### src/csp_pkg.sv
`timescale 1ns / 1ps
package csp_pkg;

  localparam int IN_TDATA_W  = 48;
  localparam int SCAN_W      = 45;
  localparam int OUT_TDATA_W = 32;
  localparam int CFG_IDX_W   = 2;
  localparam int CFG_DATA_W  = 16;

  localparam logic [15:0] HOLD_MS_RST    = 16'd1500;
  localparam logic [3:0]  PIECES_RST     = 4'd3;
  localparam logic [3:0]  BLUE_CODE_RST  = 4'd4;
  localparam logic [3:0]  GREEN_CODE_RST = 4'd1;
  localparam logic [3:0]  PIECE_MAX      = 4'd15;

  typedef enum logic [CFG_IDX_W-1:0] {
    CFG_PRESS_HOLD = 2'd0,
    CFG_PIECES     = 2'd1,
    CFG_BLUE_CODE  = 2'd2,
    CFG_GREEN_CODE = 2'd3
  } cfg_idx_t;

  typedef enum logic [3:0] {
    B1_STOP       = 4'd0,
    B1_MOVE       = 4'd1,
    B1_WAIT_BOX   = 4'd2,
    B1_WAIT       = 4'd3,
    B1_PRESS_DOWN = 4'd4,
    B1_PRESS_HOLD = 4'd5,
    B1_PRESS_UP   = 4'd6,
    B1_PUSH       = 4'd7,
    B1_RETRACT    = 4'd8
  } b1_state_t;

  typedef enum logic [1:0] {
    B2_STOP  = 2'd0,
    B2_IN    = 2'd1,
    B2_OUT   = 2'd2,
    B2_COUNT = 2'd3
  } b2_state_t;

  typedef enum logic [1:0] {
    L_BLUE  = 2'd0,
    L_GREEN = 2'd1,
    L_NONE  = 2'd2
  } light_state_t;

  typedef struct packed {
    logic        start_button;
    logic        entry_sensor;
    logic [3:0]  color_value;
    logic        press_sensor;
    logic        pusher_out_sensor;
    logic        pusher_in_sensor;
    logic        box_sensor;
    logic        drop_sensor;
    logic        blue_switch;
    logic        green_switch;
    logic [31:0] time_now;
  } scan_t;

  typedef struct packed {
    logic [15:0] press_hold_ms;
    logic [3:0]  pieces_per_box;
    logic [3:0]  blue_code;
    logic [3:0]  green_code;
  } cfg_t;

  typedef struct packed {
    logic belt_run;
    logic busy;
    logic stopped;
    logic press_drive;
    logic pusher_drive;
  } b1_status_t;

  typedef struct packed {
    logic        belt_run;
    logic        busy;
    logic        stopped;
    logic [15:0] boxes_filled;
  } b2_status_t;

endpackage

### src/conveyor_sort_press_controller.sv
`timescale 1ns / 1ps
// Sort-and-press controller for a two-belt conveyor cell. Each input transfer is one scan of
// the plant and yields exactly one result transfer with the actuator and lamp bits and the
// finished-box count. The block takes one scan per clock cycle unless a held result stalls it: a scan
// sits in an input register until the three state machines step on it, and the result is
// shown from an output register from the next cycle on. The rate is set by the next-state
// update of the belt and light machines, which feed back into the following scan. When a
// result is held by out_tready low, one more scan is still taken into the input register.
// The configuration registers reset to a 1500 ms press hold, three pieces per box, blue
// code 4 and green code 1; cfg_ready is always high.
module conveyor_sort_press_controller (
  input  logic                             clk,
  input  logic                             rst_n,
  input  logic                             in_tvalid,
  output logic                             in_tready,
  // start_button, entry_sensor, color_value[3:0], press_sensor, pusher_out_sensor,
  // pusher_in_sensor, box_sensor, drop_sensor, blue_switch, green_switch,
  // time_now[31:0], zero fill
  input  logic [csp_pkg::IN_TDATA_W-1:0]   in_tdata,
  output logic                             out_tvalid,
  input  logic                             out_tready,
  // belt1_run, station1_busy, idle_lamp, press_drive, pusher_drive, belt2_run,
  // station2_busy, green_lamp, blue_lamp, boxes_filled[15:0], zero fill
  output logic [csp_pkg::OUT_TDATA_W-1:0]  out_tdata,
  input  logic                             cfg_valid,
  output logic                             cfg_ready,
  input  logic [csp_pkg::CFG_IDX_W-1:0]    cfg_index,
  input  logic [csp_pkg::CFG_DATA_W-1:0]   cfg_data
);

  csp_pkg::cfg_t                    cfg_r;
  logic                             in_valid_r;
  logic [csp_pkg::SCAN_W-1:0]       in_data_r;
  logic                             out_valid_r;
  logic [csp_pkg::OUT_TDATA_W-1:0]  out_data_r, out_data_nxt;
  logic                             step_en;
  logic                             in_xfer;
  csp_pkg::scan_t                   scan;
  csp_pkg::b2_state_t               b2_state;
  csp_pkg::light_state_t            light_state;
  csp_pkg::b1_status_t              b1_status;
  csp_pkg::b2_status_t              b2_status;
  logic                             green_lamp;
  logic                             blue_lamp;
  logic                             idle_lamp;

  assign cfg_ready = 1'b1;

  always_ff @(posedge clk) begin
    if (!rst_n) begin
      cfg_r.press_hold_ms  <= csp_pkg::HOLD_MS_RST;
      cfg_r.pieces_per_box <= csp_pkg::PIECES_RST;
      cfg_r.blue_code      <= csp_pkg::BLUE_CODE_RST;
      cfg_r.green_code     <= csp_pkg::GREEN_CODE_RST;
    end else if (cfg_valid && cfg_ready) begin
      case (csp_pkg::cfg_idx_t'(cfg_index))
        csp_pkg::CFG_PRESS_HOLD: cfg_r.press_hold_ms  <= cfg_data;
        csp_pkg::CFG_PIECES:     cfg_r.pieces_per_box <= cfg_data[3:0];
        csp_pkg::CFG_BLUE_CODE:  cfg_r.blue_code      <= cfg_data[3:0];
        csp_pkg::CFG_GREEN_CODE: cfg_r.green_code     <= cfg_data[3:0];
        default: begin
          cfg_r <= cfg_r;
        end
      endcase
    end
  end

  assign step_en   = in_valid_r && (!out_valid_r || out_tready);
  assign in_tready = !in_valid_r || step_en;
  assign in_xfer   = in_tvalid && in_tready;

  always_ff @(posedge clk) begin
    if (!rst_n) begin
      in_valid_r <= 1'b0;
    end else if (in_xfer) begin
      in_valid_r <= 1'b1;
    end else if (step_en) begin
      in_valid_r <= 1'b0;
    end
  end

  always_ff @(posedge clk) begin
    if (in_xfer) in_data_r <= in_tdata[csp_pkg::SCAN_W-1:0];
  end

  always_comb begin
    scan.start_button      = in_data_r[0];
    scan.entry_sensor      = in_data_r[1];
    scan.color_value       = in_data_r[5:2];
    scan.press_sensor      = in_data_r[6];
    scan.pusher_out_sensor = in_data_r[7];
    scan.pusher_in_sensor  = in_data_r[8];
    scan.box_sensor        = in_data_r[9];
    scan.drop_sensor       = in_data_r[10];
    scan.blue_switch       = in_data_r[11];
    scan.green_switch      = in_data_r[12];
    scan.time_now          = in_data_r[44:13];
  end

  csp_belt1 u_belt1 (
    .clk         (clk),
    .rst_n       (rst_n),
    .step_en     (step_en),
    .scan        (scan),
    .cfg         (cfg_r),
    .b2_state    (b2_state),
    .light_state (light_state),
    .status      (b1_status)
  );

  csp_belt2 u_belt2 (
    .clk     (clk),
    .rst_n   (rst_n),
    .step_en (step_en),
    .scan    (scan),
    .cfg     (cfg_r),
    .state   (b2_state),
    .status  (b2_status)
  );

  csp_lights u_lights (
    .clk        (clk),
    .rst_n      (rst_n),
    .step_en    (step_en),
    .scan       (scan),
    .state      (light_state),
    .green_lamp (green_lamp),
    .blue_lamp  (blue_lamp)
  );

  assign idle_lamp = b1_status.stopped && b2_status.stopped;

  assign out_data_nxt = {7'd0, b2_status.boxes_filled, blue_lamp, green_lamp,
                         b2_status.busy, b2_status.belt_run, b1_status.pusher_drive,
                         b1_status.press_drive, idle_lamp, b1_status.busy,
                         b1_status.belt_run};

  always_ff @(posedge clk) begin
    if (!rst_n) begin
      out_valid_r <= 1'b0;
    end else if (step_en) begin
      out_valid_r <= 1'b1;
    end else if (out_tready) begin
      out_valid_r <= 1'b0;
    end
  end

  always_ff @(posedge clk) begin
    if (step_en) out_data_r <= out_data_nxt;
  end

  assign out_tvalid = out_valid_r;
  assign out_tdata  = out_data_r;

endmodule

### src/csp_belt1.sv
`timescale 1ns / 1ps
module csp_belt1 (
  input  logic                  clk,
  input  logic                  rst_n,
  input  logic                  step_en,
  input  csp_pkg::scan_t        scan,
  input  csp_pkg::cfg_t         cfg,
  input  csp_pkg::b2_state_t    b2_state,
  input  csp_pkg::light_state_t light_state,
  output csp_pkg::b1_status_t   status
);

  csp_pkg::b1_state_t state_r, state_nxt;
  logic               entry_prev_r;
  logic [31:0]        press_start_r, press_start_nxt;
  logic [31:0]        elapsed;
  logic               hold_done;
  logic               entry_fall;

  // A push wins for a matching mode; a press overrides when both tests hit.
  function automatic csp_pkg::b1_state_t color_route(
    input csp_pkg::b1_state_t    cur,
    input logic [3:0]            color,
    input csp_pkg::light_state_t light,
    input logic [3:0]            blue,
    input logic [3:0]            green
  );
    csp_pkg::b1_state_t nxt;
    nxt = cur;
    if ((color == blue && light == csp_pkg::L_BLUE) ||
        (color == green && light == csp_pkg::L_GREEN)) begin
      nxt = csp_pkg::B1_PUSH;
    end
    if ((color == blue && light == csp_pkg::L_GREEN) ||
        (color == green && light == csp_pkg::L_BLUE)) begin
      nxt = csp_pkg::B1_PRESS_DOWN;
    end
    return nxt;
  endfunction

  assign entry_fall = !scan.entry_sensor && entry_prev_r;
  assign elapsed    = scan.time_now - press_start_r;
  assign hold_done  = elapsed >= {16'd0, cfg.press_hold_ms};

  always_comb begin
    state_nxt       = state_r;
    press_start_nxt = press_start_r;
    case (state_r)
      csp_pkg::B1_STOP: begin
        if (scan.start_button && !scan.entry_sensor) state_nxt = csp_pkg::B1_MOVE;
      end
      csp_pkg::B1_MOVE: begin
        if (entry_fall) begin
          state_nxt = color_route(
            (light_state == csp_pkg::L_NONE) ? csp_pkg::B1_WAIT : csp_pkg::B1_MOVE,
            scan.color_value, light_state, cfg.blue_code, cfg.green_code);
        end
      end
      csp_pkg::B1_WAIT: begin
        if (!scan.entry_sensor) begin
          state_nxt = color_route(state_r, scan.color_value, light_state,
                                  cfg.blue_code, cfg.green_code);
        end
      end
      csp_pkg::B1_PRESS_DOWN: begin
        if (!scan.press_sensor) begin
          press_start_nxt = scan.time_now;
          state_nxt       = csp_pkg::B1_PRESS_HOLD;
        end
      end
      csp_pkg::B1_PRESS_HOLD: begin
        if (hold_done) state_nxt = csp_pkg::B1_PRESS_UP;
      end
      csp_pkg::B1_PRESS_UP: begin
        if (!scan.press_sensor) begin
          state_nxt = (b2_state == csp_pkg::B2_IN) ? csp_pkg::B1_WAIT_BOX
                                                   : csp_pkg::B1_MOVE;
        end
      end
      csp_pkg::B1_PUSH: begin
        if (scan.pusher_out_sensor) state_nxt = csp_pkg::B1_RETRACT;
      end
      csp_pkg::B1_RETRACT: begin
        if (scan.pusher_in_sensor) state_nxt = csp_pkg::B1_MOVE;
      end
      csp_pkg::B1_WAIT_BOX: begin
        if (b2_state == csp_pkg::B2_COUNT) state_nxt = csp_pkg::B1_MOVE;
      end
      default: begin
        state_nxt = state_r;
      end
    endcase
  end

  always_comb begin
    status.belt_run     = (state_nxt == csp_pkg::B1_MOVE);
    status.busy         = (state_nxt != csp_pkg::B1_STOP);
    status.stopped      = (state_nxt == csp_pkg::B1_STOP);
    status.press_drive  = (state_nxt == csp_pkg::B1_PRESS_DOWN) ||
                          (state_nxt == csp_pkg::B1_PRESS_HOLD);
    status.pusher_drive = (state_nxt == csp_pkg::B1_PUSH);
  end

  always_ff @(posedge clk) begin
    if (!rst_n) begin
      state_r       <= csp_pkg::B1_STOP;
      entry_prev_r  <= 1'b0;
      press_start_r <= 32'd0;
    end else if (step_en) begin
      state_r       <= state_nxt;
      entry_prev_r  <= scan.entry_sensor;
      press_start_r <= press_start_nxt;
    end
  end

endmodule

### src/csp_belt2.sv
`timescale 1ns / 1ps
module csp_belt2 (
  input  logic                clk,
  input  logic                rst_n,
  input  logic                step_en,
  input  csp_pkg::scan_t      scan,
  input  csp_pkg::cfg_t       cfg,
  output csp_pkg::b2_state_t  state,
  output csp_pkg::b2_status_t status
);

  csp_pkg::b2_state_t state_r, state_nxt;
  logic [3:0]         count_r, count_nxt;
  logic [3:0]         count_step;
  logic               drop_prev_r;
  logic               drop_fall;
  logic [15:0]        boxes_r, boxes_nxt;

  assign drop_fall  = !scan.drop_sensor && drop_prev_r;
  assign count_step = count_r +
                      {3'd0, (drop_fall && (count_r != csp_pkg::PIECE_MAX))};

  always_comb begin
    state_nxt = state_r;
    count_nxt = count_r;
    boxes_nxt = boxes_r;
    case (state_r)
      csp_pkg::B2_STOP: begin
        if (scan.start_button && scan.box_sensor) state_nxt = csp_pkg::B2_IN;
      end
      csp_pkg::B2_IN: begin
        if (!scan.box_sensor) begin
          count_nxt = 4'd0;
          state_nxt = csp_pkg::B2_COUNT;
        end
      end
      csp_pkg::B2_COUNT: begin
        count_nxt = count_step;
        if ((count_step >= cfg.pieces_per_box) && !scan.drop_sensor) begin
          boxes_nxt = boxes_r + 16'd1;
          state_nxt = csp_pkg::B2_OUT;
        end
      end
      csp_pkg::B2_OUT: begin
        if (scan.box_sensor) state_nxt = csp_pkg::B2_IN;
      end
      default: begin
        state_nxt = state_r;
      end
    endcase
  end

  always_comb begin
    status.belt_run     = (state_nxt == csp_pkg::B2_IN) || (state_nxt == csp_pkg::B2_OUT);
    status.busy         = (state_nxt != csp_pkg::B2_STOP);
    status.stopped      = (state_nxt == csp_pkg::B2_STOP);
    status.boxes_filled = boxes_nxt;
  end

  assign state = state_r;

  always_ff @(posedge clk) begin
    if (!rst_n) begin
      state_r     <= csp_pkg::B2_STOP;
      count_r     <= 4'd0;
      drop_prev_r <= 1'b0;
      boxes_r     <= 16'd0;
    end else if (step_en) begin
      state_r     <= state_nxt;
      count_r     <= count_nxt;
      drop_prev_r <= scan.drop_sensor;
      boxes_r     <= boxes_nxt;
    end
  end

endmodule

### src/csp_lights.sv
`timescale 1ns / 1ps
module csp_lights (
  input  logic                  clk,
  input  logic                  rst_n,
  input  logic                  step_en,
  input  csp_pkg::scan_t        scan,
  output csp_pkg::light_state_t state,
  output logic                  green_lamp,
  output logic                  blue_lamp
);

  csp_pkg::light_state_t state_r, state_nxt;

  always_comb begin
    state_nxt = state_r;
    case (state_r)
      csp_pkg::L_NONE: begin
        if (scan.blue_switch) begin
          state_nxt = csp_pkg::L_BLUE;
        end else if (scan.green_switch) begin
          state_nxt = csp_pkg::L_GREEN;
        end
      end
      csp_pkg::L_BLUE, csp_pkg::L_GREEN: begin
        if (!scan.blue_switch && !scan.green_switch) state_nxt = csp_pkg::L_NONE;
      end
      default: begin
        state_nxt = state_r;
      end
    endcase
  end

  always_comb begin
    green_lamp = (state_nxt == csp_pkg::L_GREEN);
    blue_lamp  = (state_nxt == csp_pkg::L_BLUE);
  end

  assign state = state_r;

  always_ff @(posedge clk) begin
    if (!rst_n) begin
      state_r <= csp_pkg::L_NONE;
    end else if (step_en) begin
      state_r <= state_nxt;
    end
  end

endmodule

### config.mk
export PLATFORM = sky130hd
export DESIGN_NAME = conveyor_sort_press_controller
export DESIGN_NICKNAME = d
export VERILOG_FILES = /design/src/csp_pkg.sv /design/src/conveyor_sort_press_controller.sv /design/src/csp_belt1.sv /design/src/csp_belt2.sv /design/src/csp_lights.sv
export SDC_FILE = /design/constraint.sdc
export NUM_CORES = 1
export LEC_CHECK = 0
export ABC_AREA = 1
export BUFFER_PORTS_ARGS = -buffer_cell sky130_fd_sc_hd__buf_2
export CORE_ASPECT_RATIO = 0.75
export CORE_MARGIN = 1.5
export CORE_UTILIZATION = 38
export DETAILED_ROUTE_END_ITERATION = 10
export MAX_ROUTING_LAYER = met4
export PLACE_DENSITY_LB_ADDON = 0.05
export SYNTH_ARGS = -nofsm -noshare
export SYNTH_HDL_FRONTEND = slang
export SYNTH_SLANG_ARGS = --single-unit
### constraint.sdc
create_clock -name clk -period 7.4 [get_ports clk]
set_clock_uncertainty 0.1 [all_clocks]
set_input_delay 0 -clock clk [delete_from_list [all_inputs] [get_ports clk]]
set_output_delay 0 -clock clk [all_outputs]
set_load 0.05 [all_outputs]
==> results of run 1 <==
==> where the power goes <==
group | internal (µW) | total [µW] | switching (µW)
sequential | 983 | 1010 | 24.2
combinational | 146 | 397 | 250
clock | 472 | 853 | 382
total | 1600 | 2260 | 656
==> placed cells by master, fill, tap and decap left out, types with 37 or more instances in the layout <==
cell type      synthesis  layout
nand2_1              316     316
edfxtp_1              70      70
ha_1                  55      55
o21ai_0               81      81
inv_1                247     246
nor2_1                90      90
dlygate4sd3_1          0      83
dfxtp_1               92      92
a21oi_1              101     101
buf_2                  2      94
nand3_1               37      37
==> worst max-delay path by stage <==
stage | start | end | cells after the start
4_1_cts | in_data_r[15] | out_tdata[1] | 22
6_report | in_data_r[15] | out_tdata[1] | 22
2_1_floorplan | in_data_r[15] | out_tdata[1] | 23
3_3_place_gp | in_data_r[15] | out_tdata[1] | 22
5_1_grt | in_data_r[15] | out_tdata[1] | 22
3_5_place_dp | in_data_r[15] | out_tdata[1] | 22
==> per-stage QoR <==
| step | area (µm²) | hold slack (ps) | utilization (%) | instances | total power [µW] |
|---|---|---|---|---|---|
| finish | 11500 | 141.4 | 47.87 | 1771 | 2257 |
| global route | 11500 | 143.3 | 47.87 | 1771 | 2383 |
| CTS | 11500 | 87.55 | 47.87 | 1771 | 2292 |
| detailed placement | 10120 | 78.09 | 42.11 | 1656 | 1391 |
| global placement | 10120 | 76.50 | 42.11 | 1656 | 1388 |
| floorplan | 9355 | -1.131 | - | 1258 | 1295 |
==> worst reg2reg max path, cell delays in order, from the launching register on <==
cell and delay [ps]:
edfxtp_1 410, ha_1 450, nand3_1 100, nand2_1 140
nand2_1 80, nand2_2 90, nand2_1 80, nand2_2 130
xor2_1 200, ha_1 270, a21oi_1 170, o31a_1 150
nand2_1 50, nor2_1 120, nand2_1 70, nor2_1 90
nand2_1 70, a21oi_2 120, nand2_1 60, nand2_1 70
nand2_2 60, nand2_2 90, nand3_2 110
==> cell type report <==
cell class                 count  share of cell area, %
multi-input combinational    816                  37.59
sequential                   162                  34.28
timing repair buffer         182                  11.64
inverter                     248                  8.091
clock buffer                  20                  3.883
tap                          331                  3.600
clock inverter                12                 0.9244
==> cells by family (layout without fill, tap and decap cells) <==
group           after synthesis  after routing  synth area share (%)
compound gates              209            209                 11.91
simple gates                505            505                 22.87
xor+xnor                     38             38                 3.647
other cells                   2              8               0.08047
flops                       162            162                 42.26
fa+ha+maj                    56             56                 7.588
buf+inv                     280            462                 11.65
==> flip-flops by register name, summed over array words and instances, names as in the netlist <==
register               flops
cfg_r                     28
in_data_r                 45
in_valid_r                 1
out_tdata                 25
out_tvalid                 1
u_belt1.entry_prev_r       1
u_belt1.press_start_r     32
u_belt1.state_r            4
u_belt2.boxes_r           16
u_belt2.count_r            4
u_belt2.drop_prev_r        1
u_belt2.state              2
u_lights.state             2
==> per-layer routing <==
metal,vias up,track usage [%]
met4,0,4.012
met3,13,3.939
met2,126,27.67
li1,4309,-
met1,3457,28.22
met5,-,-
==> repair_timing <==
action                    CTS  global route
hold endpoints to repair   75             0
hold buffers               83             0
resized for setup           0             0
==> flow_summary.yaml, run 1 <==
setup_path:
  rr_endpoint: "out_tdata[1]"
  ff2ff_setup_slack_ps: 3840
  crit_path_end_kind: "flip-flop"
  crit_path_top_delay_cell: "ha_1"
  required_ps: 7470
  critPathLaunchType: "flip-flop"
  crit_type: "flip-flop to flip-flop"
  arrival_ps: 3630
  rr_worst_depth: 22
  critPathMaxStageDelay_ps: 450
  crit_path_frequent_cell: "nand2_1"
  cp_cell_sequence: "ha_1, nand3_1, nand2_1, nand2_1, nand2_2, nand2_1, nand2_2, xor2_1, ha_1, a21oi_1, o31a_1, nand2_1, nor2_1, nand2_1, nor2_1, nand2_1, a21oi_2, nand2_1, nand2_1, nand2_2, nand2_2, nand3_2"
  critPathBufInv: 0
  r2r_start: "in_data_r[15]"
  cp_max_fo: 7
  crit_family: "simple AND/OR/NAND/NOR gates"
logic_synthesis:
  synth.avg_cell_area_um2: 7.454
  synth_most_common_cell: "nand2_1"
  synth_ff_type: "dfxtp_1"
  synth_area_leaders: "edfxtp_1 (23%), dfxtp_1 (20%), nand2_1 (13%)"
  ys.warnings.count: 0
  yosysSeqAreaShare_pct: 42.26
  synthArstFlopShare_pct: 0
  yosysTopAreaCellShare_pct: 22.52
  yosysUniqueCellTypes: 43
  syn_area_um2: 9333
  synth_common_cells: "nand2_1 (316), inv_1 (247), a21oi_1 (101), dfxtp_1 (92), nor2_1 (90)"
  yosys.area.top_type: "edfxtp_1"
  ys_ff_latch: 162
  synth-edff-count: 70
  synthCells: 1252
timing:
  fin_ws_ps: 3845
  min_period_ps: 3555
  rsz0062_at_grt: "no"
  setup_viol: 0
  tightest_slew_ps: 1093
  hold_violations: 0
  slew_headroom_pct: 27.12
  setup_tns_ps: 0
  period_share_pct: 48.04
  finalMaxSlewViolations: 0
  fmax_mhz: 281.3
floorplanning:
  die_h_um: 138.7
  start_util_pct: 38.83
  ios: 106
  dieArea_um2: 25520
  core_um2: 24030
  die_w_um: 184.0
  rows: 49
global_route:
  grt_max_degree: 73
  antenna_found_initial: 0
  grt_pass1_vias: 7695
  grt_pass1_wl_um: 37980
  track_usage_pct: 19.42
  grt_overflow: 0
clocking:
  post_cts.repair.setup_buffers: 0
  cts_buffers: 17
  cts_buffer_depth: 2
  cts_tree: "done"
  clkTransAtPathRegs_ps: 70
  cts_root_buffer: "clkbuf_16"
  htreeDepth: 4
  clk_latency_ps: 440
  cts.sinks: 162
routing:
  route.met2.wl_um: 9075
  ant_nets: 0
  drtIter0Drc: 400
  route.vias.total: 7905
  wl_met1_um: 12700
  drc: 0
  vias_per_cell: 4.464
  drt_first_pass_iters: 5
  routed_wl_um: 22670
  topRoutingLayerUsed: "met4"
  routedWlPerCell_um: 12.80
  wl_met3_um: 746
run:
  maxCapViolCount: 0
min_path:
  min_path_type: "input port to flip-flop"
  min_from: "rst_n"
  holdPathStages: 3
  hold_end: "cfg_r[6]"
placement:
  place_ws_ps: 3853
  globalplace.congestion: 0.8738
  port_buffers: 94
  dp_hpwl_um: 16400
outcome:
  status: "finished clean"
power_and_ir_drop:
  leakagePower_uw: 0.005518
  irDropWorstVdd_v: 0.0001706
  powerDensity_nw_per_um2: 196.2
cells_and_area:
  area_growth_pct: 23.27
  layout-drive-gt1-share_pct: 11.18
  area.sequential_um2: 3944
  final_nets: 1554
  fillCellCount: 2447
  multi_input_area_um2: 4324
  antennaDiodeCount: 0
No activity file was read; power rests on OpenSTA's default activity.
==> inputs of run 2 (changes only) <==
- clock period: 7.4 -> 3.2 ns (I/O delays scaled with it)
==> run 2 against run 1 <==
The run now ends with negative setup slack left. Die area is the same. Via count increased by 3.9%. Maximum frequency is 9.6% higher. First-iteration DRC count rose by 14%. Flip-flop and latch count is the same. Count of clock-buffer cells in the layout is 2 higher. Clock power increased to 2.5 times the previous value. Non-clock buffer count rose by 62. Critical path type unchanged.
==> flow_summary.yaml, run 2 (synthesized netlist as in run 1, its figures left out) <==
setup_path:
  critPathMaxStageDelay_ps: 330
  crit_path_top_delay_cell: "dfxtp_2"
  crit_family: "simple AND/OR/NAND/NOR gates"
  crit_path_end_kind: "flip-flop"
  cp_cell_sequence: "nand2_2, inv_2, a311oi_2, ha_2, ha_4, ha_4, inv_2, o21bai_1, nand3_2, nand3_4, nand2_4, inv_4, nand3_4, nor3_4, nand2_1, nor2_2, nand2_2, nor2_4, xor2_2, o21ai_1, inv_1"
  critPathLaunchType: "flip-flop"
  arrival_ps: 3470
  critPathBufInv: 4
  cp_max_fo: 2
  required_ps: 3430
  crit_type: "flip-flop to flip-flop"
placement:
  place_ws_ps: -109.1
  globalplace.congestion: 0.8568
  dp_hpwl_um: 17440
  port_buffers: 94
  dpl.cell_count: 1709
power_and_ir_drop:
  intPower_uw: 3949
  p_sw_share_pct: 28.64
  clockPowerShare_pct: 38.8
  irDropWorstVdd_v: 0.0003723
  switching_power_uw: 1585
  leakagePower_uw: 0.005950
  pwr-share-comb_pct: 19.1
  p_seq_share_pct: 42.1
  powerDensity_nw_per_um2: 440.6
  total_power_uw: 5534
cells_and_area:
  antennaDiodeCount: 0
  layout_commonest_cell: "nand2_1"
  fillCellCount: 2362
  area_growth_pct: 34.58
  final_core_util_pct: 52.26
  layout-drive-gt1-share_pct: 20.31
  final_cell_mix: "nand2_1 (290), inv_1 (239), a21oi_1 (94), buf_2 (94), dfxtp_1 (90)"
  multi_input_area_um2: 4833
  max_flop_register: "in_data_r"
  reg.largest.list: "in_data_r x45, u_belt1.press_start_r x32, cfg_r x28"
  final_nets: 1616
  largest_reg_flops: 45
  final_cells: 1833
  area.sequential_um2: 3946
floorplanning:
  dieArea_um2: 25520
  die_w_um: 184.0
  ios: 106
  start_util_pct: 38.83
  core_um2: 24030
  rows: 49
  die_h_um: 138.7
global_route:
  grt_overflow: 0
  grt_pass1_wl_um: 39390
  antenna_found_initial: 0
  grt_pass1_vias: 7820
  track_usage_pct: 20.20
  grt_max_degree: 72
timing:
  slew_headroom_pct: 44.67
  fin_ws_ps: -43.82
  fin_hold_ws_ps: 127.5
  hold_violations: 0
  min_period_ps: 3244
  rsz0062_at_grt: "yes"
  finalMaxSlewViolations: 0
  setup_viol: 2
  fmax_mhz: 308.3
  tightest_slew_ps: 829.0
  period_share_pct: 101.4
run:
  maxCapViolCount: 0
routing:
  drtIter0Drc: 455
  drc: 0
  drt_first_pass_iters: 5
  routed_wl_um: 23980
  routedWlPerCell_um: 13.08
  ant_nets: 0
  vias_per_cell: 4.481
  route.vias.total: 8213
clocking:
  cts_buffer_depth: 2
  cts_root_buffer: "clkbuf_16"
  htreeDepth: 4
  cts_buffers: 17
  clkTransAtPathRegs_ps: 70
  cts_tree: "done"
  cts.sinks: 162
  clk_latency_ps: 430
outcome:
  violations: "negative setup slack"
  status: "complete, but fails checks"
min_path:
  min_path_type: "input port to flip-flop"
==> run 2: cell count changes in the layout (fill, tap and decap cells not counted), moves of 6 or more <==
cell	change
inv_1	-7
ha_1	-18
ha_4	+17
nand3_1	-6
nor2_1	-6
nand2_2	+20
buf_4	+59
a21oi_2	+7
nand2_1	-26
a21oi_1	-7
inv_2	+6
nand2_4	+6
==> run 2: cell type report <==
class	instances	area share (%)
multi-input cells	816	38.48
flip-flops and latches	162	31.42
repair buffers	244	14.52
inverters	248	7.432
clock buffers	22	3.865
well taps	331	3.297
clock inverters	10	0.9763
==> run 2: worst paths after layout <==
path,endpoint,slack [ps],from,depth (start not counted)
hold / removal,cfg_r[6],130,rst_n,3
hold reg to reg,u_belt1.press_start_r[22],360,u_belt1.press_start_r[22],2
setup reg to reg,u_belt2.boxes_r[14],-40,u_belt2.count_r[2],21
setup / recovery,u_belt2.boxes_r[14],-40,u_belt2.count_r[2],21
==> run 2: per-stage QoR <==
step / TNS, ps / area, µm²
floorplan: 0 / 9355
global placement: -76.88 / 10530
detailed placement: -402.5 / 10530
CTS: 0 / 12290
global route: -2372 / 12560
finish: -49.00 / 12560
==> run 2: timing repair <==
| action | CTS | global route |
|---|---|---|
| endpoints found under the hold margin | 75 | 0 |
| hold buffers | 83 | 0 |
| resized for setup | 45 | 57 |
| pin swaps | 14 | 40 |
| setup buffers | 4 | 6 |
| endpoints found under the setup margin | 11 | 16 |
| cloned | 0 | 0 |
==> run 2: power groups by stage <==
stage	Combinational [µW]	Sequential, µW	Clock, µW
after floorplan	564	2430	0
after global placement	901	2370	0
after detailed placement	903	2370	0
after CTS	1030	2330	2220
after global routing	1190	2340	2310
final	1060	2330	2150
==> run 2: tightest hold or removal path, stage by stage <==
cell	delay (ps)
buf_2	110
buf_4	330
nand3_1	170
==> run 2: routing by layer <==
| metal | GRT usage, % | share of wire (%) | up-vias |
|---|---|---|---|
| met5 | - | 0 | - |
| met4 | 4.012 | 0.64 | 0 |
| met3 | 3.755 | 3.4 | 14 |
| met2 | 28.85 | 40 | 120 |
| met1 | 29.59 | 56 | 3636 |
| li1 | - | - | 4443 |
==> inputs of run 3 (changes only) <==
- HOLD_SLACK_MARGIN: not set -> 0.15
==> run 3 against run 2 <==
The run still ends with negative setup slack left. Maximum frequency about the same. Clock power about the same. Worst setup slack worse by 1.5 ps. Cell area up 0.84%. Final cell count up 0.49%. Power up 0.26%. Hold slack better by 45 ps.
==> flow_summary.yaml, run 3 (synthesized netlist as in run 1, its figures left out) <==
setup_path:
  required_ps: 3430
  arrival_ps: 3470
  critPathMaxStageDelay_ps: 330
  cp_max_fo: 2
  crit_path_top_delay_cell: "dfxtp_2"
  crit_type: "flip-flop to flip-flop"
  critPathBufInv: 4
  r2r_start: "u_belt2.count_r[2]"
  crit_path_end_kind: "flip-flop"
  rr_worst_depth: 21
  crit_family: "simple AND/OR/NAND/NOR gates"
  cp_cell_sequence: "nand2_2, inv_2, a311oi_2, ha_2, ha_4, ha_4, inv_2, o21bai_1, nand3_2, nand3_4, nand2_4, inv_4, nand3_4, nor3_4, nand2_1, nor2_2, nand2_2, nor2_4, xor2_2, o21ai_1, inv_1"
  rr_endpoint: "u_belt2.boxes_r[14]"
  critPathLaunchType: "flip-flop"
  ff2ff_setup_slack_ps: -50
cells_and_area:
  max_flop_register: "in_data_r"
  fin_area_um2: 12660
  layout_commonest_cell: "nand2_1"
  antennaDiodeCount: 0
  layout-drive-gt1-share_pct: 20.45
  area_growth_pct: 35.70
  final_nets: 1625
  largest_reg_flops: 45
  reg.largest.list: "in_data_r x45, u_belt1.press_start_r x32, cfg_r x28"
  final_cell_mix: "nand2_1 (289), inv_1 (239), buf_2 (94)"
global_route:
  antenna_found_initial: 0
  grt_overflow: 0
  grt_max_degree: 72
  grt_pass1_vias: 7878
  track_usage_pct: 20.32
  grt_pass1_wl_um: 39590
clocking:
  cts.sinks: 162
  htreeDepth: 4
  cts_root_buffer: "clkbuf_16"
  cts_tree: "done"
  cts_buffers: 17
  clk_latency_ps: 430
  cts_buffer_depth: 2
  clkTransAtPathRegs_ps: 70
routing:
  drtIter0Drc: 438
  vias_per_cell: 4.468
  drc: 0
  ant_nets: 0
  routedWlPerCell_um: 13.12
  drt_first_pass_iters: 4
  routed_wl_um: 24170
  route.vias.total: 8230
placement:
  dp_hpwl_um: 17440
  place_area_um2: 10530
  place_ws_ps: -109.1
  globalplace.congestion: 0.8568
  port_buffers: 94
timing:
  rsz0062_at_grt: "yes"
  slew_headroom_pct: 44.69
  period_share_pct: 101.4
  fin_ws_ps: -45.34
  hold_violations: 0
  tightest_slew_ps: 828.7
  finalMaxSlewViolations: 0
  fmax_mhz: 308.1
  min_period_ps: 3245
  setup_viol: 2
outcome:
  violations: "negative setup slack"
  status: "complete, but fails checks"
power_and_ir_drop:
  powerDensity_nw_per_um2: 438.1
  intPower_uw: 3961
  clockPowerShare_pct: 38.6
  p_seq_share_pct: 42.0
  leakagePower_uw: 0.005987
  p_sw_share_pct: 28.61
  switching_power_uw: 1588
  irDropWorstVdd_v: 0.0003723
  pwr-share-comb_pct: 19.3
floorplanning:
  dieArea_um2: 25520
  rows: 49
  ios: 106
  die_h_um: 138.7
  die_w_um: 184.0
  start_util_pct: 38.83
  core_um2: 24030
run:
  maxCapViolCount: 0
min_path:
  min_from: "in_tdata[31]"
  min_path_type: "input port to flip-flop"
  hold_end: "in_data_r[31]"
  holdPathStages: 2
[run 3: changes by cell type in the layout (fill, tap and decap cells not counted)]
cell	delta
a21oi_1	-1
a21oi_2	+1
buf_4	+1
buf_6	+1
dlygate4sd3_1	+7
nand2_1	-1
nand2_4	+1
nor2_2	-1
nor2_4	+1
[run 3: per-stage QoR]
step                TNS [ps]  util, %  power (µW)  std cells  hold WS, ps
finish                -52.05    52.70        5549       1842        172.8
global route           -2431    52.70        5860       1842        154.0
CTS                        0    51.43        5584       1835        150.6
detailed placement    -402.5    43.82        3274       1709        78.09
global placement      -76.88    43.82        3272       1709        75.97
floorplan                  0        -        2994       1258       -1.131
[run 3: repair_timing]
action,4_1_cts,5_1_grt
hold endpoints to repair,79,0
setup endpoints to repair,11,16
gates resized for setup,45,62
setup buffers,4,8
hold buffers,90,0
pin swaps,14,39
[run 3: layout make-up]
type	instances	area (µm²)
Inverter	248	933.4
Clock buffer	22	485.5
Clock inverter	10	122.6
Timing Repair Buffer	253	1913
Multi-Input combinational cell	816	4850
Tap cell	331	414.1
Sequential cell	162	3946
Fill cell	2356	11370
[run 3: worst max-delay path by stage]
stage                                   from             endpoint  slack (ps)  cells after the start
after global routing      u_belt2.count_r[2]  u_belt2.boxes_r[14]        -260                     21
final                     u_belt2.count_r[2]  u_belt2.boxes_r[14]         -50                     21
after floorplan                in_data_r[15]         out_tdata[1]         190                     23
after CTS                      in_data_r[21]         out_tdata[1]           2                     22
after detailed placement       in_data_r[18]         out_tdata[1]        -110                     22
after global placement         in_data_r[22]         out_tdata[4]         -40                     21
[run 3: per-layer routing]
layer / share of wire (%) / vias to the layer above / global-route usage (%)
li1: - / 4461 / -
met4: 0.63 / 0 / 4.012
met2: 40 / 120 / 29.17
met1: 56 / 3635 / 29.67
met3: 3.2 / 14 / 3.755
met5: 0 / - / -
[run 3: power by group through the flow]
stage	Combinational (µW)	Clock, µW	Sequential (µW)
after floorplan	564	0	2430
after global placement	901	0	2370
after detailed placement	903	0	2370
after CTS	1030	2220	2330
after global routing	1210	2300	2340
final	1070	2140	2330
